`config.mk`:
```
export PLATFORM = sky130hd
export DESIGN_NAME = framed_serial_byte_transmitter_flat
export DESIGN_NICKNAME = d
export VERILOG_FILES = /design/src/sv/fsbt_pkg.sv /design/src/sv/fsbt_if.sv /design/src/sv/framed_serial_byte_transmitter.sv /design/src/sv/fsbt_bit_timer.sv /design/src/sv/fsbt_frame_shifter.sv /design/src/flat_wrapper.sv
export SDC_FILE = /design/constraint.sdc
export NUM_CORES = 1
export LEC_CHECK = 0
export ABC_AREA = 1
export BUFFER_PORTS_ARGS = -buffer_cell sky130_fd_sc_hd__buf_2
export CAP_MARGIN = 20
export CORE_ASPECT_RATIO = 0.8
export CORE_MARGIN = 5
export CORE_UTILIZATION = 54
export CTS_CLUSTER_SIZE = 20
export DETAILED_ROUTE_END_ITERATION = 16
export GPL_TIMING_DRIVEN = 0
export MAX_ROUTING_LAYER = met4
export PLACE_DENSITY = 0.83
export SLEW_MARGIN = 40
export SYNTH_ARGS = -nofsm -noshare
export SYNTH_HDL_FRONTEND = slang
export SYNTH_SLANG_ARGS = --single-unit
```
`constraint.sdc`:
```
create_clock -name clk -period 2.67 [get_ports clk]
set_input_delay 0 -clock clk [delete_from_list [all_inputs] [get_ports clk]]
set_output_delay 0 -clock clk [all_outputs]
set_load 0.02 [all_outputs]
```
`src/sv/fsbt_pkg.sv`:
```
package fsbt_pkg;

	localparam int MAX_BYTES  = 16;
	localparam int IDX_W      = (MAX_BYTES > 1) ? $clog2(MAX_BYTES) : 1;
	localparam int CNT_W      = $clog2(MAX_BYTES + 1);
	localparam int FRAME_BITS = 14;
	localparam int FB_W       = $clog2(FRAME_BITS);
	localparam int TPB_W      = 16;
	localparam logic [TPB_W-1:0] TPB_RESET = 16'd1000;

	localparam int PADDR_W = 3;
	localparam int PDATA_W = 32;
	localparam logic [0:0] REG_TICKS_PER_BIT = 1'b0;

	// one accepted input beat, as seen by the datapath
	typedef struct packed {
		logic       tick;
		logic       load;
		logic [7:0] data;
		logic       last;
	} fsbt_cmd_t;

	// one result beat
	typedef struct packed {
		logic line_level;
		logic busy_res;
		logic dropped;
	} fsbt_res_t;

	// frame sent msb first: 0 0 1 0 b7 b6 b5 b4 /b4 b3 b2 b1 b0 /b0
	function automatic logic [FRAME_BITS-1:0] fsbt_frame(input logic [7:0] d);
		fsbt_frame = {3'b001, 1'b0, d[7:4], ~d[4], d[3:0], ~d[0]};
	endfunction

endpackage

```
`src/sv/fsbt_if.sv`:
```
interface fsbt_in_if (input logic clk);
	logic       valid;
	logic       ready;
	logic [0:0] op;
	logic [7:0] data_byte;
	logic [0:0] last_byte;

	modport source (output valid, op, data_byte, last_byte, input ready);
	modport sink (input valid, op, data_byte, last_byte, output ready);
endinterface

interface fsbt_out_if (input logic clk);
	logic       valid;
	logic       ready;
	logic [0:0] line_level;
	logic [0:0] busy_res;
	logic [0:0] dropped;

	modport source (output valid, line_level, busy_res, dropped, input ready);
	modport sink (input valid, line_level, busy_res, dropped, output ready);
endinterface

```
`src/sv/framed_serial_byte_transmitter.sv`:
```
// framed serial byte transmitter
// in_ch beats are either a tick (op 0) or a program byte load (op 1). loads
// fill a 16-entry byte buffer; a load with last_byte set starts sending all
// held bytes. each byte goes out msb first as a 14-bit frame
// (0 0 1 0 b7 b6 b5 b4 /b4 b3 b2 b1 b0 /b0), each bit held for ticks_per_bit
// tick beats. the frame sits in a shift register that moves one bit per bit
// time, so the datapath stays one bit wide.
// every in_ch beat yields exactly one out_ch beat: line level after the beat,
// busy flag, and a dropped flag for loads refused while busy or when full.
// the result is registered at the accepting edge and shows on out_ch the next
// cycle. one beat per cycle is sustained while out_ch keeps ready high; the
// single output register is the only storage between the two sides.
// when out_ch stalls, in_ch.ready drops as soon as the output register is
// full and the held result stays until taken.
// ticks_per_bit is an apb register at byte address 0 (reset 1000); write it
// only while idle.
// arst_n clears the counters, idle state, line low and the output valid flag;
// the byte buffer itself is not cleared and needs no clearing pass.
module framed_serial_byte_transmitter (
	input  logic                          clk,
	input  logic                          arst_n,
	fsbt_in_if.sink                       in_ch,
	fsbt_out_if.source                    out_ch,
	input  logic                          psel,
	input  logic                          penable,
	input  logic                          pwrite,
	input  logic [fsbt_pkg::PADDR_W-1:0]  paddr,
	input  logic [fsbt_pkg::PDATA_W-1:0]  pwdata,
	output logic [fsbt_pkg::PDATA_W-1:0]  prdata,
	output logic                          pready
);
	import fsbt_pkg::*;

	logic             fire;
	fsbt_cmd_t        cmd;
	fsbt_res_t        res;
	logic             sending;
	logic             start;
	logic             bit_adv;
	logic [TPB_W-1:0] tpb_q;
	logic             out_valid_q;
	fsbt_res_t        out_q;
	logic             reg_hit;

	// apb register file: one register, zero wait states
	assign pready  = 1'b1;
	assign reg_hit = (paddr[PADDR_W-1:2] == REG_TICKS_PER_BIT);
	assign prdata  = reg_hit ? PDATA_W'(tpb_q) : '0;

	always_ff @(posedge clk or negedge arst_n) begin
		if (!arst_n) begin
			tpb_q <= TPB_RESET;
		end else if (psel && penable && pwrite && reg_hit) begin
			tpb_q <= pwdata[TPB_W-1:0];
		end
	end

	// take a new beat whenever the output register is free or being drained
	assign in_ch.ready = !out_valid_q || out_ch.ready;
	assign fire        = in_ch.valid && in_ch.ready;

	assign cmd.tick = (in_ch.op == 1'b0);
	assign cmd.load = (in_ch.op == 1'b1);
	assign cmd.data = in_ch.data_byte;
	assign cmd.last = in_ch.last_byte[0];

	fsbt_bit_timer u_timer (
		.clk           (clk),
		.arst_n        (arst_n),
		.cmd           (cmd),
		.fire          (fire),
		.sending       (sending),
		.start         (start),
		.ticks_per_bit (tpb_q),
		.bit_adv       (bit_adv)
	);

	fsbt_frame_shifter u_shifter (
		.clk     (clk),
		.arst_n  (arst_n),
		.cmd     (cmd),
		.fire    (fire),
		.bit_adv (bit_adv),
		.sending (sending),
		.start   (start),
		.res     (res)
	);

	// output register
	always_ff @(posedge clk or negedge arst_n) begin
		if (!arst_n) begin
			out_valid_q <= 1'b0;
		end else if (fire) begin
			out_valid_q <= 1'b1;
		end else if (out_ch.ready) begin
			out_valid_q <= 1'b0;
		end
	end

	always_ff @(posedge clk) begin
		if (fire) begin
			out_q <= res;
		end
	end

	assign out_ch.valid      = out_valid_q;
	assign out_ch.line_level = out_q.line_level;
	assign out_ch.busy_res   = out_q.busy_res;
	assign out_ch.dropped    = out_q.dropped;
endmodule

```
`src/sv/fsbt_bit_timer.sv`:
```
module fsbt_bit_timer (
	input  logic                      clk,
	input  logic                      arst_n,
	input  fsbt_pkg::fsbt_cmd_t       cmd,
	input  logic                      fire,
	input  logic                      sending,
	input  logic                      start,
	input  logic [fsbt_pkg::TPB_W-1:0] ticks_per_bit,
	output logic                      bit_adv
);
	import fsbt_pkg::*;

	logic [TPB_W-1:0] tick_count_q;
	logic [TPB_W-1:0] cnt_inc;
	logic             tick_en;

	assign tick_en = fire && cmd.tick && sending;
	assign cnt_inc = tick_count_q + 1'b1;
	// a zero period compares as always reached, so it behaves like one
	assign bit_adv = tick_en && (cnt_inc >= ticks_per_bit);

	always_ff @(posedge clk or negedge arst_n) begin
		if (!arst_n) begin
			tick_count_q <= '0;
		end else if (fire && start) begin
			tick_count_q <= '0;
		end else if (tick_en) begin
			tick_count_q <= bit_adv ? '0 : cnt_inc;
		end
	end
endmodule

```
`src/sv/fsbt_frame_shifter.sv`:
```
module fsbt_frame_shifter (
	input  logic                clk,
	input  logic                arst_n,
	input  fsbt_pkg::fsbt_cmd_t cmd,
	input  logic                fire,
	input  logic                bit_adv,
	output logic                sending,
	output logic                start,
	output fsbt_pkg::fsbt_res_t res
);
	import fsbt_pkg::*;

	logic [7:0]            store_q [MAX_BYTES];
	logic [CNT_W-1:0]      total_q, total_d;
	logic [CNT_W-1:0]      pos_q, pos_d;
	logic [CNT_W-1:0]      pos_inc;
	logic [FB_W-1:0]       fbit_q, fbit_d;
	logic [FRAME_BITS-1:0] frame_q, frame_d;
	logic                  sending_q, sending_d;
	logic                  room;
	logic                  wr_en;
	logic                  drop;
	logic [7:0]            start_byte;

	assign sending    = sending_q;
	assign room       = (total_q < CNT_W'(MAX_BYTES));
	assign wr_en      = cmd.load && !sending_q && room;
	// start needs at least one byte held after this load
	assign start      = cmd.load && !sending_q && cmd.last && (room || (total_q != '0));
	assign start_byte = (total_q == '0) ? cmd.data : store_q[0];
	assign pos_inc    = pos_q + 1'b1;

	always_comb begin
		total_d   = total_q;
		pos_d     = pos_q;
		fbit_d    = fbit_q;
		frame_d   = frame_q;
		sending_d = sending_q;
		drop      = 1'b0;
		if (cmd.tick) begin
			if (bit_adv) begin
				if (fbit_q == FB_W'(FRAME_BITS - 1)) begin
					fbit_d = '0;
					if (pos_inc >= total_q) begin
						sending_d = 1'b0;
						pos_d     = '0;
						total_d   = '0;
						frame_d   = '0;
					end else begin
						pos_d   = pos_inc;
						frame_d = fsbt_frame(store_q[pos_inc[IDX_W-1:0]]);
					end
				end else begin
					fbit_d  = fbit_q + 1'b1;
					frame_d = {frame_q[FRAME_BITS-2:0], 1'b0};
				end
			end
		end else if (cmd.load) begin
			if (sending_q) begin
				drop = 1'b1;
			end else begin
				if (room) begin
					total_d = total_q + 1'b1;
				end else begin
					drop = 1'b1;
				end
				if (start) begin
					pos_d     = '0;
					fbit_d    = '0;
					sending_d = 1'b1;
					frame_d   = fsbt_frame(start_byte);
				end
			end
		end
	end

	assign res.line_level = sending_d && frame_d[FRAME_BITS-1];
	assign res.busy_res   = sending_d;
	assign res.dropped    = drop;

	always_ff @(posedge clk or negedge arst_n) begin
		if (!arst_n) begin
			total_q   <= '0;
			pos_q     <= '0;
			fbit_q    <= '0;
			frame_q   <= '0;
			sending_q <= 1'b0;
		end else if (fire) begin
			total_q   <= total_d;
			pos_q     <= pos_d;
			fbit_q    <= fbit_d;
			frame_q   <= frame_d;
			sending_q <= sending_d;
		end
	end

	always_ff @(posedge clk) begin
		if (fire && wr_en) begin
			store_q[total_q[IDX_W-1:0]] <= cmd.data;
		end
	end
endmodule

```
`src/flat_wrapper.sv`:
```
// flat-port wrapper written by rule: the top's interface ports become plain ports
module framed_serial_byte_transmitter_flat import fsbt_pkg::*;
  (clk, arst_n, psel, penable, pwrite, paddr, pwdata, prdata, pready, in_ch_valid, in_ch_op, in_ch_data_byte, in_ch_last_byte, in_ch_ready, out_ch_valid, out_ch_line_level, out_ch_busy_res, out_ch_dropped, out_ch_ready);
  fsbt_in_if in_ch_i (.clk(clk));
  fsbt_out_if out_ch_i (.clk(clk));
  input  logic clk;
  input  logic arst_n;
  input  logic psel;
  input  logic penable;
  input  logic pwrite;
  input  logic [fsbt_pkg::PADDR_W-1:0] paddr;
  input  logic [fsbt_pkg::PDATA_W-1:0] pwdata;
  output logic [fsbt_pkg::PDATA_W-1:0] prdata;
  output logic pready;
  input wire logic [$bits(in_ch_i.valid)-1:0] in_ch_valid;
  input wire logic [$bits(in_ch_i.op)-1:0] in_ch_op;
  input wire logic [$bits(in_ch_i.data_byte)-1:0] in_ch_data_byte;
  input wire logic [$bits(in_ch_i.last_byte)-1:0] in_ch_last_byte;
  output wire logic [$bits(in_ch_i.ready)-1:0] in_ch_ready;
  output wire logic [$bits(out_ch_i.valid)-1:0] out_ch_valid;
  output wire logic [$bits(out_ch_i.line_level)-1:0] out_ch_line_level;
  output wire logic [$bits(out_ch_i.busy_res)-1:0] out_ch_busy_res;
  output wire logic [$bits(out_ch_i.dropped)-1:0] out_ch_dropped;
  input wire logic [$bits(out_ch_i.ready)-1:0] out_ch_ready;
  assign in_ch_i.valid = in_ch_valid;
  assign in_ch_i.op = in_ch_op;
  assign in_ch_i.data_byte = in_ch_data_byte;
  assign in_ch_i.last_byte = in_ch_last_byte;
  assign in_ch_ready = in_ch_i.ready;
  assign out_ch_valid = out_ch_i.valid;
  assign out_ch_line_level = out_ch_i.line_level;
  assign out_ch_busy_res = out_ch_i.busy_res;
  assign out_ch_dropped = out_ch_i.dropped;
  assign out_ch_i.ready = out_ch_ready;
  framed_serial_byte_transmitter u_core (.clk(clk), .arst_n(arst_n), .in_ch(in_ch_i), .out_ch(out_ch_i), .psel(psel), .penable(penable), .pwrite(pwrite), .paddr(paddr), .pwdata(pwdata), .prdata(prdata), .pready(pready));
endmodule
```
After elaboration in Yosys (flattened, before gate mapping)

Memories as Yosys holds them, arrays and structs flattened.
Cells that the tools add are included.

Memories: 1
Memory bits (writable): 128
Input bits: 52
Word-level logic and storage cells: 98
Flip-flop bits (word level): 65

Bitwise operators: 6
Equality and inequality tests: 4
Reductions and logical operators: 28
Muxes and demuxes: 40
Order comparisons: 3
Add/sub/neg operators: 4

Memories:

| memory                   | words | width | read ports | clocked after memory_dff | wr ports | RTL line                 | source |
|---|---|---|---|---|---|---|---|
| u_core.u_shifter.store_q | 16    | 8     | 2          | 0                        | 1        | fsbt_frame_shifter.sv:13 | `logic [7:0] store_q [MAX_BYTES];` |

Operators by type and width:

| cell                                                  | number |
|---|---|
| 2-to-1 mux 14 bit                                     | 5 |
| 2-to-1 mux 16 bit                                     | 4 |
| 2-to-1 mux 5 bit                                      | 12 |
| 2-to-1 mux 4 bit                                      | 5 |
| adder 16 x 1 -> 16 bit, second input constant         | 1 |
| greater-or-equal comparator 16 bit                    | 1 |
| logical AND 1 bit                                     | 14 |
| 2-to-1 mux 1 bit                                      | 12 |
| 2-to-1 mux 12 bit                                     | 1 |
| adder 5 x 1 -> 5 bit, second input constant           | 2 |
| nonzero test 2 bit                                    | 5 |
| 2-to-1 mux 8 bit                                      | 1 |
| inverter 1 bit                                        | 6 |
| AND reduction 6 bit                                   | 1 |
| greater-or-equal comparator 5 bit                     | 1 |
| zero test 5 bit                                       | 1 |
| less-than comparator 5 bit, second input constant     | 1 |
| AND reduction 5 bit                                   | 1 |
| nonzero test 5 bit                                    | 1 |
| adder 4 x 1 -> 4 bit, second input constant           | 1 |
| == test 4 bit, second input constant                  | 1 |
| inequality test 2 x 1 -> 1 bit, second input constant | 2 |
| AND reduction 4 bit                                   | 1 |
| zero test 1 bit                                       | 2 |
| other kinds (2)                                       | 3 |

Longest topological paths before layout

Depth after elaboration: 9
Gate-level depth with buffers: 21
Gate-level depth less buffers: 20

Hierarchy

From an unflattened synthesis, not the netlist that was laid out.

Cells, all modules: 1088
Area total of the unflattened synthesis: 9803.2 sq um

By module, submodules not included:

| module                         | instances | cells an instance | area each (sq um) |
|---|---|---|---|
| fsbt_frame_shifter             | 1         | 711               | 7151.9 |
| fsbt_bit_timer                 | 1         | 242               | 1566.5 |
| framed_serial_byte_transmitter | 1         | 135               | 1084.8 |

Least setup slack after synthesis

No wires, ideal clock.

Path kind: register to register
Start point: register u_core.u_timer.tick_count_q[0]
End point: register u_core.u_shifter.frame_q[11]
Data required time: 2.605 ns
Clock period less this slack: 2.801 ns
Arrival: 2.736 ns
Stages on the path, launching flop included: 20
Slack: -0.131 ns
Library setup time: 0.065 ns
Cells stage by stage: dfrtp_1 -> ha_1 -> nand2_1 -> nor2_1 -> nand3_1 -> nor2_1 -> nand3_1 -> nor2_1 -> xor2_1 -> ha_1 -> nand2_1 -> o21ai_0 -> a21oi_1 -> nand2_1 -> nand2_2 -> nand2_2 -> nand3_2 -> buf_2 -> nand2_1 -> nand2_1

Word-level cells in the longest chain between the ends: 5

Ends and longest elaborated chain:

| item                                 | RTL line                 | source |
|---|---|---|
| from (decl)                          | fsbt_bit_timer.sv:13     | `logic [TPB_W-1:0] tick_count_q;` |
| from (signal assigned)               | fsbt_bit_timer.sv:28     | `tick_count_q <= bit_adv ? '0 : cnt_inc;` |
| adder 16 x 1 -> 16 bit               | fsbt_bit_timer.sv:18     | `assign cnt_inc = tick_count_q + 1'b1;` |
| greater-or-equal comparator 16 bit   | fsbt_bit_timer.sv:20     | `assign bit_adv = tick_en && (cnt_inc >= ticks_per_bit);` |
| logical AND 1 bit                    | fsbt_bit_timer.sv:20     |  |
| nonzero test 2 bit (no source line)  | n/a                      |  |
| AND reduction 4 bit (no source line) | n/a                      |  |
| to (signal assigned)                 | fsbt_frame_shifter.sv:92 | `frame_q <= frame_d;` |
| to (decl)                            | fsbt_frame_shifter.sv:18 | `logic [FRAME_BITS-1:0] frame_q, frame_d;` |

Every way passes these cells.
A chain may end at the register's enable or synchronous reset.

Worst setup path after layout

Start point: register u_core.u_timer.tick_count_q[2]
End point: register u_core.u_shifter.frame_q[8]

Same word-level chain as after synthesis.

==> run summary <==
Post-synth top area cell: edfxtp_1
Detailed Route Iter0 Violations: 1077
CTS Buf Count: 17
Worst path arrival time: 3.50 ns
Synth Area in Simple Gates: 0.246
DRT antenna net count: 0
Worst-margin pin slew: 0.798 ns
First-pass GRT wire length: 38.6 mm
Failing checks: hold timing, setup timing
Relative slew margins: 0.465
Netlist Area Pre-Place: 9390 sq um
DRC viols: 0
Total gr overflow: 0
P_int: 5.91 mW
Largest net degree at the start of global routing: 44
Pwr dens: 825 nW/um^2
Sw frac: 0.387
Core area: 17200 sq um
CP max FO: 5
FMAX: 316 MHz
Combinational family with the most area after synthesis: simple AND/OR/NAND/NOR gates
Sequential-to-total area share from yosys stat: 0.585
Clk_skew: 0.0212 ns
Critical path launch point type: flip-flop
Skew-Pair Late Insertion Delay: 0.46 ns
Layout Utilization: 0.678
Outcome: finished, violations left
Clock Sinks: 193
Layout cell share with drive strength beyond 1: 0.236
Main flop type after synthesis: edfxtp_1
Top-count cell post-synth: nand2_1
Setup TNS: -20.14 ns
Synth top cells by count: 306 x nand2_1, 131 x edfxtp_1, 123 x nand3_1
Wire per inst: 19.0 um
Max-cap violation count: 0
Req. time, crit path: 3.00 ns
Post-synth EDFFs: 131
Final setup viols: 47
Row count: 43
Compound-Gate Fraction of Synth Area: 0.0408
Post-DP Area: 10000 sq um
Slew Limit Fails: 0
N_diodes: 0
I/O Buffers: 53
Lkg Pwr: 5.17 nW
Via count: 7995
Vias per cell: 5.78
YS warnings: 0
Die W: 157 um
IO Pins: 90
Synth area leaders: edfxtp_1 42%, dfrtp_1 15%, nand2_1 12%
Estimated wirelength of the detail-placed design: 15.1 mm
Clock Tree Root: clkbuf_16
Final WS setup: -0.497 ns
Initial antenna violation count: 0
Die height: 128 um
Area grow syn2layout: 24.3%
Worst hold margin: -0.0112 ns
Clock share of power: 0.266
Combinational share of power: 0.357
Setup CP Type: flip-flop to flip-flop
Fin nets: 1226
Psw: 3.72 mW
Async SR Flop Fraction: 0.321
Multiplexer area fraction after synthesis: 0
Unrepaired setup endpoints after global routing: yes
Final wirelength: 26.3 mm
Final GP Congestion: 0.929
CTS tree: yes
Gr usage total: 0.255
Flop pwr share: 0.377
VDD IR max: 0.600 mV
Vias in the first global route: 7488
Initial core utilization: 0.545
Finished Cell Area: 11700 sq um
Fin crit period: 3.17 ns
Netlist cell types: 35
Register bit count reported by yosys: 193
Avg Cell Area, Syn: 9.46 sq um
DRT Pass-1 Iters: 8
Top cell type's share of synthesized area: 0.419
Synth Area in XOR/XNOR: 0.0207
Die ar.: 20100 sq um
H-Tree Level Count: 4
Adder-cell share of the synthesized area: 0.0387
Worst min path class: primary input to flip-flop
Clk buf depth: 2
Mapped Cells: 992
CP Capture Type: flip-flop
Final hold violation count: 1
Clock-pin slew on the worst setup and hold paths: 0.09 ns
Crit share post-route: 1.19
repair_timing:
action	in CTS	in global routing
resized for setup	52	70
setup endpoints to repair	47	79
cloned	3	0
endpoints found under the hold margin	197	0
pin swaps	20	28
buffers inserted	20	13
hold buffers	30	0
critical path, cell delays in order (launching register included):
cell     delay (ns)
dfrtp_1        0.44
nand3_4        0.12
nor3_4         0.17
nand3_2        0.15
nor2_2         0.14
nand2_1        0.10
xor2_2         0.17
inv_1          0.07
ha_1           0.32
a21oi_1        0.27
o21ai_1        0.14
a21oi_2        0.22
nand2_4        0.12
nand2_8        0.11
nand2_8        0.08
nand2_4        0.09
nor2_4         0.06
buf_6          0.14
nand2_2        0.04
nand2_1        0.06
path summary, 6_finish.rpt:
kind | start | endpoint | slack [ns] | cells after the start
worst min-delay path | pwrite | u_core.tpb_q[15]$_DFFE_PN0P_ | -0.01 | 4
worst min register to register | u_core.u_shifter.frame_q[7]$_DFFE_PN0P_ | u_core.u_shifter.frame_q[7]$_DFFE_PN0P_ | 0.48 | 2
worst max register to register | u_core.u_timer.tick_count_q[2]$_DFFE_PN0P_ | u_core.u_shifter.frame_q[8]$_DFFE_PN0P_ | -0.50 | 19
min in group asynchronous | arst_n | u_core.u_shifter.total_q[2]$_DFFE_PN0P_ | 0.49 | 3
max in group asynchronous | arst_n | u_core.u_shifter.sending$_DFFE_PN0P_ | 1.14 | 4
worst max-delay path | u_core.u_timer.tick_count_q[2]$_DFFE_PN0P_ | u_core.u_shifter.frame_q[8]$_DFFE_PN0P_ | -0.50 | 19
power groups by stage:
stage,clock [mW],combinational [mW],sequential [mW]
3_3_place_gp,0,2.76,3.64
4_1_cts,2.54,3.11,3.60
6_report,2.56,3.44,3.63
3_5_place_dp,0,2.89,3.65
5_1_grt,2.68,3.71,3.65
2_1_floorplan,0,2.06,3.62
layout make-up:
class                   instances  area (sq um)
flip-flops and latches        193          5500
well taps                     225           282
multi-input cells             681          3770
repair buffers                118           870
clock inverters                15           166
clock buffers                  17           425
inverters                      81           312
fillers                      1148          5550
plain buffers                  53           345
sequential cells by signal, indices dropped and copies added, names as in the netlist, 4 cells and up:
signal and flops:
u_core.u_shifter.store_q 128, u_core.tpb_q 16, u_core.u_timer.tick_count_q 16, u_core.u_shifter.frame_q 14, u_core.u_shifter.pos_q 5, u_core.u_shifter.total_q 5
u_core.u_shifter.fbit_q 4
stage by stage:
step	setup slack (ns)	power (mW)	instances
floorplan	-0.0327	5.69	1007
global placement	-0.524	6.40	1285
detailed placement	-0.633	6.54	1286
CTS	-0.325	9.25	1371
global route	-0.627	10.0	1383
finish	-0.497	9.63	1383
metal layers:
metal,GRT usage,up-vias,part of all wire
li1,-,3548,-
met4,0.0885,0,0.038
met5,-,-,0
met2,0.396,587,0.48
met3,0.0523,111,0.10
met1,0.337,3749,0.38
kinds of logic (layout without fill, tap and decap cells):
| family | count (synthesis) | after routing |
|---|---|---|
| adders and majority gates | 29 | 29 |
| AOI/OAI and AO/OA | 73 | 73 |
| and+or+nand+nor | 541 | 542 |
| other | 2 | 17 |
| buffers and inverters | 134 | 284 |
| xor gates and xnor gates | 20 | 20 |
| DFF | 193 | 193 |
layout by cell type (no fill, tap or decap), types with 20 or more instances in the layout:
master | synthesis | routed
o21ai_0 | 34 | 20
nand3_1 | 123 | 116
dlygate4sd3_1 | 0 | 30
a21oi_1 | 27 | 22
buf_2 | 9 | 60
inv_1 | 78 | 71
edfxtp_1 | 131 | 131
buf_4 | 19 | 46
nor2_1 | 84 | 60
nand2_1 | 306 | 284
dfrtp_1 | 56 | 54
nand2_2 | 3 | 20
ha_1 | 29 | 25
Power figures use the tool's default switching activity.
